### config.mk
export PLATFORM = sky130hd
export DESIGN_NAME = running_interval_concurrency_core_flat
export DESIGN_NICKNAME = d
export VERILOG_FILES = /design/src/rtl/ric_pkg.sv /design/src/rtl/ric_in_if.sv /design/src/rtl/ric_out_if.sv /design/src/rtl/ric_ram.sv /design/src/rtl/ric_dp.sv /design/src/rtl/ric_ctrl.sv /design/src/rtl/running_interval_concurrency_core.sv /design/src/flat_wrapper.sv
export VERILOG_INCLUDE_DIRS = /design/src /design/src/rtl
export SDC_FILE = /design/constraint.sdc
export NUM_CORES = 2
export LEC_CHECK = 0
export BUFFER_PORTS_ARGS = -buffer_cell sky130_fd_sc_hd__clkbuf_2
export CORE_ASPECT_RATIO = 0.6
export CORE_MARGIN = 2
export CORE_UTILIZATION = 45
export CTS_CLUSTER_DIAMETER = 60
export CTS_CLUSTER_SIZE = 12
export DETAILED_ROUTE_END_ITERATION = 8
export PLACE_DENSITY = 0.62
export REMOVE_ABC_BUFFERS = 1
export SLEW_MARGIN = 20
export SYNTH_ARGS = -nofsm -noshare
export SYNTH_HDL_FRONTEND = slang
export SYNTH_SLANG_ARGS = --single-unit
### constraint.sdc
create_clock -name clk -period 7.35 [get_ports clk]
set_input_delay 0.3675 -clock clk [delete_from_list [all_inputs] [get_ports clk]]
set_output_delay 0.3675 -clock clk [all_outputs]
set_load 0.01 [all_outputs]
### src/rtl/running_interval_concurrency_core_defines.svh
// Assertion macros shared by the interval concurrency RTL.
`ifndef RUNNING_INTERVAL_CONCURRENCY_CORE_DEFINES_SVH
`define RUNNING_INTERVAL_CONCURRENCY_CORE_DEFINES_SVH

// Same-cycle implication, sampled on clk, off while rst_n is low.
`define RIC_ASSERT_NOW(lbl, ante, cons, msg) \
  lbl: assert property (@(posedge clk) disable iff (!rst_n) (ante) |-> (cons)) \
    else $error(msg);

// Next-cycle implication, sampled on clk, off while rst_n is low.
`define RIC_ASSERT_NXT(lbl, ante, cons, msg) \
  lbl: assert property (@(posedge clk) disable iff (!rst_n) (ante) |=> (cons)) \
    else $error(msg);

`endif

### src/rtl/ric_pkg.sv
// Package: shared types and constants for the interval concurrency block.
package ric_pkg;

  localparam int IN_TIME_W = 64;
  localparam int CONC_W    = 7;
  localparam logic [CONC_W-1:0] CONC_MAX = 7'd127;

  typedef enum logic [1:0] {
    ST_OK    = 2'd0,
    ST_ORDER = 2'd1,
    ST_FULL  = 2'd2
  } status_t;

  typedef enum logic [1:0] {
    S_IDLE,
    S_SWEEP,
    S_INSERT,
    S_PUBLISH
  } state_t;

  typedef struct packed {
    logic load;
    logic sweep;
    logic insert;
    logic publish;
  } dp_cmd_t;

  typedef struct packed {
    logic bad_order;
    logic sweep_done;
    logic out_busy;
  } dp_sts_t;

endpackage

### src/rtl/ric_in_if.sv
// Interface: input event channel (valid/ready plus event word).
interface ric_in_if;
  logic                               valid;
  logic                               ready;
  logic signed [ric_pkg::IN_TIME_W-1:0] start_time;
  logic signed [ric_pkg::IN_TIME_W-1:0] end_time;
  logic                               last_in_block;

  modport source (output valid, output start_time, output end_time,
                  output last_in_block, input ready);
  modport sink   (input valid, input start_time, input end_time,
                  input last_in_block, output ready);
endinterface

### src/rtl/ric_out_if.sv
// Interface: result channel (valid/ready plus result word).
interface ric_out_if;
  logic                        valid;
  logic                        ready;
  logic [ric_pkg::CONC_W-1:0]  concurrency;
  ric_pkg::status_t            status;

  modport source (output valid, output concurrency, output status, input ready);
  modport sink   (input valid, input concurrency, input status, output ready);
endinterface

### src/rtl/ric_ram.sv
// Generic single-write, single-read RAM with registered read data.
module ric_ram #(
  parameter int WIDTH = 64,
  parameter int DEPTH = 64
) (
  input  logic                     clk,
  input  logic                     we,
  input  logic [$clog2(DEPTH)-1:0] waddr,
  input  logic [WIDTH-1:0]         wdata,
  input  logic                     re,
  input  logic [$clog2(DEPTH)-1:0] raddr,
  output logic [WIDTH-1:0]         rdata
);
  logic [WIDTH-1:0] mem [DEPTH];

  always_ff @(posedge clk) begin
    if (we) begin
      mem[waddr] <= wdata;
    end
    if (re) begin
      rdata <= mem[raddr];
    end
  end
endmodule

### src/rtl/ric_dp.sv
// Datapath: end-time store, compaction sweep, insert, result register.
`include "running_interval_concurrency_core_defines.svh"
module ric_dp #(
  parameter int CAPACITY  = 64,
  parameter int TIME_BITS = 64
) (
  input  logic                         clk,
  input  logic                         rst_n,
  input  ric_pkg::dp_cmd_t             cmd,
  output ric_pkg::dp_sts_t             sts,
  input  logic signed [TIME_BITS-1:0]  in_start,
  input  logic signed [TIME_BITS-1:0]  in_end,
  input  logic                         in_last,
  input  logic                         out_ready,
  output logic                         out_valid,
  output logic [ric_pkg::CONC_W-1:0]   out_concurrency,
  output ric_pkg::status_t             out_status
);
  localparam int AW   = $clog2(CAPACITY);
  localparam int CW   = $clog2(CAPACITY + 1);
  localparam int CMPW = (CW > ric_pkg::CONC_W) ? CW : ric_pkg::CONC_W;

  logic signed [TIME_BITS-1:0] s_r, e_r;
  logic                        last_r;
  logic [CW-1:0]               rd_idx_r, rd_idx_nxt;
  logic [CW-1:0]               wr_idx_r, wr_idx_nxt;
  logic [CW-1:0]               count_r, count_nxt;
  logic                        rd_pend_r, rd_pend_nxt;
  ric_pkg::status_t            status_r, status_nxt;
  logic                        out_valid_r, out_valid_nxt;
  logic [ric_pkg::CONC_W-1:0]  out_conc_r;
  ric_pkg::status_t            out_status_r;

  logic                        ram_we;
  logic [TIME_BITS-1:0]        ram_wdata, ram_rdata;
  logic                        bad_order, rd_issue, keep, sweep_wr, ins_wr, has_room, nonzero;
  logic [ric_pkg::CONC_W-1:0]  conc_sat;

  ric_ram #(.WIDTH(TIME_BITS), .DEPTH(CAPACITY)) u_store (
    .clk   (clk),
    .we    (ram_we),
    .waddr (wr_idx_r[AW-1:0]),
    .wdata (ram_wdata),
    .re    (rd_issue),
    .raddr (rd_idx_r[AW-1:0]),
    .rdata (ram_rdata)
  );

  always_comb begin
    bad_order = s_r > e_r;
    nonzero   = e_r != s_r;
    has_room  = wr_idx_r != CW'(CAPACITY);
    rd_issue  = cmd.sweep && (rd_idx_r != count_r);
    // survivors are ends strictly after the new start
    keep      = $signed(ram_rdata) > s_r;
    sweep_wr  = cmd.sweep && rd_pend_r && keep;
    ins_wr    = cmd.insert && !bad_order && nonzero && has_room;
    ram_we    = sweep_wr || ins_wr;
    ram_wdata = ins_wr ? e_r : ram_rdata;

    sts.bad_order  = bad_order;
    sts.sweep_done = (rd_idx_r == count_r) && !rd_pend_r;
    sts.out_busy   = out_valid_r && !out_ready;

    conc_sat = (CMPW'(count_r) > CMPW'(ric_pkg::CONC_MAX)) ? ric_pkg::CONC_MAX
                                                            : ric_pkg::CONC_W'(count_r);

    rd_idx_nxt    = rd_idx_r;
    wr_idx_nxt    = wr_idx_r;
    rd_pend_nxt   = 1'b0;
    count_nxt     = count_r;
    status_nxt    = status_r;
    out_valid_nxt = out_valid_r && !out_ready;

    if (cmd.load) begin
      rd_idx_nxt = '0;
      wr_idx_nxt = '0;
    end
    if (rd_issue) begin
      rd_idx_nxt = rd_idx_r + CW'(1);
    end
    if (cmd.sweep) begin
      rd_pend_nxt = rd_issue;
    end
    if (sweep_wr) begin
      wr_idx_nxt = wr_idx_r + CW'(1);
    end
    if (cmd.insert) begin
      if (bad_order) begin
        status_nxt = ric_pkg::ST_ORDER;
      end else if (ins_wr) begin
        count_nxt  = wr_idx_r + CW'(1);
        status_nxt = ric_pkg::ST_OK;
      end else begin
        count_nxt  = wr_idx_r;
        status_nxt = (nonzero && !has_room) ? ric_pkg::ST_FULL : ric_pkg::ST_OK;
      end
    end
    if (cmd.publish) begin
      out_valid_nxt = 1'b1;
      if (last_r) begin
        count_nxt = '0;
      end
    end
  end

  always_ff @(posedge clk) begin
    if (!rst_n) begin
      rd_idx_r    <= '0;
      wr_idx_r    <= '0;
      count_r     <= '0;
      rd_pend_r   <= 1'b0;
      status_r    <= ric_pkg::ST_OK;
      out_valid_r <= 1'b0;
    end else begin
      rd_idx_r    <= rd_idx_nxt;
      wr_idx_r    <= wr_idx_nxt;
      count_r     <= count_nxt;
      rd_pend_r   <= rd_pend_nxt;
      status_r    <= status_nxt;
      out_valid_r <= out_valid_nxt;
    end
  end

  always_ff @(posedge clk) begin
    if (cmd.load) begin
      s_r    <= in_start;
      e_r    <= in_end;
      last_r <= in_last;
    end
    if (cmd.publish) begin
      out_conc_r   <= conc_sat;
      out_status_r <= status_r;
    end
  end

  assign out_valid       = out_valid_r;
  assign out_concurrency = out_conc_r;
  assign out_status      = out_status_r;

  // compaction write pointer never overtakes the read pointer
  `RIC_ASSERT_NOW(a_wr_behind_rd, cmd.sweep, wr_idx_r <= rd_idx_r, "write index passed read index")
  // a write during the sweep never lands on the address being read
  `RIC_ASSERT_NOW(a_no_rw_clash, sweep_wr && rd_issue, wr_idx_r != rd_idx_r, "sweep write hit read address")
  // last word of a block leaves the store empty
  `RIC_ASSERT_NXT(a_block_clear, cmd.publish && last_r, count_r == '0, "store not cleared at block end")
endmodule

### src/rtl/ric_ctrl.sv
// Controller: sequences load, sweep, insert and publish for one word.
`include "running_interval_concurrency_core_defines.svh"
module ric_ctrl (
  input  logic             clk,
  input  logic             rst_n,
  input  logic             in_valid,
  output logic             in_ready,
  input  ric_pkg::dp_sts_t sts,
  output ric_pkg::dp_cmd_t cmd
);
  ric_pkg::state_t state_r, state_nxt;

  always_ff @(posedge clk) begin
    if (!rst_n) begin
      state_r <= ric_pkg::S_IDLE;
    end else begin
      state_r <= state_nxt;
    end
  end

  always_comb begin
    state_nxt = state_r;
    in_ready  = 1'b0;
    cmd       = '0;
    unique case (state_r)
      ric_pkg::S_IDLE: begin
        in_ready = 1'b1;
        if (in_valid) begin
          cmd.load  = 1'b1;
          state_nxt = ric_pkg::S_SWEEP;
        end
      end
      ric_pkg::S_SWEEP: begin
        if (sts.bad_order) begin
          state_nxt = ric_pkg::S_INSERT;
        end else begin
          cmd.sweep = 1'b1;
          if (sts.sweep_done) begin
            state_nxt = ric_pkg::S_INSERT;
          end
        end
      end
      ric_pkg::S_INSERT: begin
        cmd.insert = 1'b1;
        state_nxt  = ric_pkg::S_PUBLISH;
      end
      ric_pkg::S_PUBLISH: begin
        if (!sts.out_busy) begin
          cmd.publish = 1'b1;
          state_nxt   = ric_pkg::S_IDLE;
        end
      end
      default: state_nxt = ric_pkg::S_IDLE;
    endcase
  end

  // an accepted word closes the input until its result is published
  `RIC_ASSERT_NXT(a_one_in_flight, in_valid && in_ready, !in_ready && state_r == ric_pkg::S_SWEEP, "input reopened early")
endmodule

### src/rtl/running_interval_concurrency_core.sv
// Top level: sweep-line running interval concurrency counter.
//
// Usage:
//  in_ch  : event words (start_time, end_time, last_in_block), valid/ready.
//           Times use the low TIME_BITS bits, compared as signed values.
//  out_ch : one result word per event (concurrency, status), valid/ready.
//  Status: ok, start after end (store untouched), or store full (end dropped).
//  Each accepted word runs load, sweep, insert and publish, and out_ch.valid
//  is raised from the output register once published. The sweep reads the
//  end store one entry per cycle through its single read port and compacts
//  survivors in place, so its length grows with the number of ends held; a
//  start-after-end word skips the sweep. A new word is taken only after the
//  last one is published.
//  The result sits in an output register; in_ch.ready returns while it waits,
//  so the next word is taken and worked on. If out_ch stalls, the block holds
//  in its publish step until the register frees up.
//  Reset (rst_n low, synchronous): the store is empty via a zero fill count,
//  no clearing pass is run. last_in_block empties the store after its word.
module running_interval_concurrency_core #(
  parameter int CAPACITY  = 64,
  parameter int TIME_BITS = 64
) (
  input logic       clk,
  input logic       rst_n,
  ric_in_if.sink    in_ch,
  ric_out_if.source out_ch
);
  ric_pkg::dp_cmd_t cmd;
  ric_pkg::dp_sts_t sts;

  ric_ctrl u_ctrl (
    .clk      (clk),
    .rst_n    (rst_n),
    .in_valid (in_ch.valid),
    .in_ready (in_ch.ready),
    .sts      (sts),
    .cmd      (cmd)
  );

  // only the low TIME_BITS bits of each timestamp take part
  ric_dp #(.CAPACITY(CAPACITY), .TIME_BITS(TIME_BITS)) u_dp (
    .clk             (clk),
    .rst_n           (rst_n),
    .cmd             (cmd),
    .sts             (sts),
    .in_start        (in_ch.start_time[TIME_BITS-1:0]),
    .in_end          (in_ch.end_time[TIME_BITS-1:0]),
    .in_last         (in_ch.last_in_block),
    .out_ready       (out_ch.ready),
    .out_valid       (out_ch.valid),
    .out_concurrency (out_ch.concurrency),
    .out_status      (out_ch.status)
  );
endmodule
### src/flat_wrapper.sv
// flat-port wrapper written by rule: the top's interface ports become plain ports
module running_interval_concurrency_core_flat 
#(
  parameter int CAPACITY  = 64,
  parameter int TIME_BITS = 64
)
  (clk, rst_n, in_ch_valid, in_ch_start_time, in_ch_end_time, in_ch_last_in_block, in_ch_ready, out_ch_valid, out_ch_concurrency, out_ch_status, out_ch_ready);
  ric_in_if in_ch_i ();
  ric_out_if out_ch_i ();
  input logic clk;
  input logic rst_n;
  input wire logic [$bits(in_ch_i.valid)-1:0] in_ch_valid;
  input wire logic [$bits(in_ch_i.start_time)-1:0] in_ch_start_time;
  input wire logic [$bits(in_ch_i.end_time)-1:0] in_ch_end_time;
  input wire logic [$bits(in_ch_i.last_in_block)-1:0] in_ch_last_in_block;
  output wire logic [$bits(in_ch_i.ready)-1:0] in_ch_ready;
  output wire logic [$bits(out_ch_i.valid)-1:0] out_ch_valid;
  output wire logic [$bits(out_ch_i.concurrency)-1:0] out_ch_concurrency;
  output wire logic [$bits(out_ch_i.status)-1:0] out_ch_status;
  input wire logic [$bits(out_ch_i.ready)-1:0] out_ch_ready;
  assign in_ch_i.valid = in_ch_valid;
  assign in_ch_i.start_time = in_ch_start_time;
  assign in_ch_i.end_time = in_ch_end_time;
  assign in_ch_i.last_in_block = in_ch_last_in_block;
  assign in_ch_ready = in_ch_i.ready;
  assign out_ch_valid = out_ch_i.valid;
  assign out_ch_concurrency = out_ch_i.concurrency;
  assign out_ch_status = out_ch_i.status;
  assign out_ch_i.ready = out_ch_ready;
  running_interval_concurrency_core #(.CAPACITY(CAPACITY), .TIME_BITS(TIME_BITS)) u_core (.clk(clk), .rst_n(rst_n), .in_ch(in_ch_i), .out_ch(out_ch_i));
endmodule
==> results.yml <==
detailed_routing:
  via_per_inst: 6.45
  dr.first_iter.drc_count: 12400
  wl_um: 473000
  vias: 79900
  wl_per_cell_um: 38.2
  detail-route-antenna-nets: 1
  dr.pass1.iters: 5
  drc: 0
status:
  violations: "antenna violations"
  outcome: "complete, but fails checks"
floorplan:
  io_pins: 144
  initial_core_util_pct: 45.2
  dieWidth_um: 790
  num_rows: 173
  die_y_um: 476
  die_area_mm2: 0.376
  core_area_mm2: 0.370
logic_synthesis:
  yosys_warnings: 0
  synth_common_cells: "4298 x edfxtp_1, 1344 x mux4_2, 216 x clkbuf_1, 145 x inv_1, 135 x ha_1"
  yosys.area.top_type: "edfxtp_1"
  synthArstFlopShare_pct: 0
  synth_ff_type: "edfxtp_1"
  yosys.area.top_type_share_pct: 77.3
  netlist_top_cells_area: "edfxtp_1 77%, mux4_2 18%, ha_1 1.0%"
  netlist_area_mm2: 0.167
  synth.most_common_cell: "edfxtp_1"
  yosysSeqAreaShare_pct: 77.6
  yosys.cell_types.count: 66
  synthCells: 6787
  synth_edf_count: 4298
  synth_seq_cells: 4325
  syn_avg_cell_area_um2: 24.6
cts:
  clock-sinks: 4325
  clockBufferDepth: 4
  cts_resized: 0
  clkSlewWorstSetupHoldPaths_ns: 0.06
  cts_root_buffer: "clkbuf_16"
  post-cts-setup-buffers: 0
  cts_tree: "yes"
  cts_hold_buf: 131
  cts_buffers: 407
  htree_levels: 5
  clock_latency_ns: 0.97
sta:
  rsz0062_at_grt: "false"
  maxSlewHeadroom_pct: 11.9
  finalCritPeriodShare_pct: 81.9
  hold_viol: 0
  fin_tns_setup_ns: 0
  finalCriticalPeriod_ns: 6.02
  holdWs_ns: 0.123
  layout_setup_ws_ns: 1.33
  max_slew.worst_pin.slew_ns: 1.31
  clock-skew-final_ns: 0.0517
  maxSlewViolCount: 0
  max_freq_mhz: 166
  finalSetupViolations: 0
power:
  p_leak_nw: 57.0
  power_density_mw_per_mm2: 298
  power_mw: 56.2
  peakVddDrop_uv: 207
global_route:
  grt_start_max_net_pins: 144
  grt_overflow: 0
  grt_usage_pct: 25.0
  antenna_found_initial: 29
  grt_pass1_wl_um: 650000
  grt_pass1_vias: 78100
finish:
  stdcell_count: 12400
  num-fill-cells: 28200
  nets: 7648
  area_growth_pct: 12.8
  drive_above_1_share_pct: 31.2
place:
  dp_slack_ns: 1.54
  place_hpwl_um: 263000
  dp.cells: 11700
  port_buffers: 143
  gp_congestion: 0.852
worst_setup_path:
  crit_type: "flop to flop"
  arrival_ns: 6.57
  required_ns: 7.90
  startpoint_type: "flop"
  crit_slowest_cell: "nor4_2"
  crit_path_end_kind: "flop"
  critical_path.cell_chain: "inv_1 -> ha_1 -> nand4_1 -> nor4_2 -> nand2_1 -> nor4_1 -> o21ai_1 -> nand3_4 -> a211o_1 -> nor2b_4 -> buf_4 -> nor3_2 -> buf_12"
  path_buf_inv: 3
  slowest_delay_ns: 1.06
  worstPathMaxFanout: 46
  crit_family: "simple AND/OR/NAND/NOR gates"
hold_path:
  hp-class: "input pin to flop"
job:
  cap_violations: 0
-- logic make-up (layout without fill, tap and decap cells) --
kind of cell               Yosys count  in the layout  synth area share [%]
AOI/OAI and AO/OA                  151            151                 0.577
buffers and inverters              486           1161                  1.14
muxes                             1412           1412                  18.6
other                                0             19                     0
xor gates and xnor gates             9              9                0.0472
adders and majority gates          135            135                  1.01
and+or+nand+nor                    269            269                 0.999
DFF                               4325           4325                  77.6
-- where the power goes --
part	total, mW	switching (mW)	internal (mW)
clock network	18.7	8.75	9.99
logic	7.83	4.98	2.85
registers	29.6	0.338	29.2
-- final timing paths --
kind	startpoint	endpoint	slack, ns	depth (start not counted)
hold reg to reg	u_core.u_dp.status_r[0]	u_core.u_dp.out_status[0]	0.46	0
hold / removal	in_ch_start_time[3]	u_core.u_dp.s_r[3]	0.12	2
setup / recovery	u_core.u_dp.e_r[35]	u_core.u_dp.u_store.mem[21][26]	1.33	13
setup reg to reg	u_core.u_dp.e_r[35]	u_core.u_dp.u_store.mem[21][26]	1.33	13
-- registers in the layout (all words and copies together) (netlist names) --
signal                       cells
u_core.u_dp.out_valid            1
u_core.u_dp.out_status           2
u_core.u_dp.wr_idx_r             7
u_core.u_dp.out_concurrency      7
u_core.u_dp.u_store.rdata       64
u_core.u_dp.status_r             2
u_core.u_dp.e_r                 64
u_core.u_dp.u_store.mem       4096
u_core.u_dp.rd_pend_r            1
u_core.u_dp.last_r               1
u_core.u_dp.rd_idx_r             7
u_core.u_dp.s_r                 64
u_core.u_ctrl.state_r            2
u_core.u_dp.count_r              7
-- per-layer routing --
layer / global-route usage [%] / vias to the layer above / routed length, um / part of all wire, %
li1: - / 30400 / - / -
met1: 38.1 / 43900 / 197000 / 42
met2: 36.6 / 4934 / 210000 / 44
met3: 5.12 / 616 / 50200 / 11
met4: 8.09 / 6 / 16900 / 3.6
met5: 0 / - / 47 / 0.0099
-- layout make-up --
type | count | area (um2) | area share, %
Clock inverter | 28 | 428 | 0.227
Antenna cell | 19 | 47.5 | 0.0253
Multi-Input combinational cell | 1976 | 35900 | 19.1
Inverter | 146 | 556 | 0.295
Clock buffer | 463 | 10500 | 5.56
Tap cell | 4900 | 6130 | 3.26
Timing Repair Buffer | 524 | 5060 | 2.69
Sequential cell | 4325 | 130000 | 68.9
-- layout by cell type, fill, tap and decap left out, drive strengths merged, types with 3 or more instances in the layout --
cell type,count
nand3b,5
clkinv,11
clkbuf,606
a211o,5
o31ai,3
a21o,14
or2,3
nand2,50
nor3,73
or3,10
o211ai,10
and3,4
mux2,65
diode,19
nor4,12
nand3,29
nor2b,8
mux4,1344
a31oi,6
dfxtp,27
a211oi,5
a221oi,5
mux2i,3
dlygate4sd3,131
ha,135
nand2b,3
a2111oi,5
xnor2,4
buf,250
nor2,34
a21oi,59
xor2,5
nand4,28
o21ai,23
inv,162
edfxtp,4298
-- metrics by stage --
step | area [um2] | utilization, %
2_1_floorplan | 166000 | -
3_3_place_gp | 176000 | 47.5
3_5_place_dp | 176000 | 47.6
4_1_cts | 188000 | 50.9
5_1_grt | 188000 | 50.9
6_report | 188000 | 50.9
(Power assumes the default switching activity.)
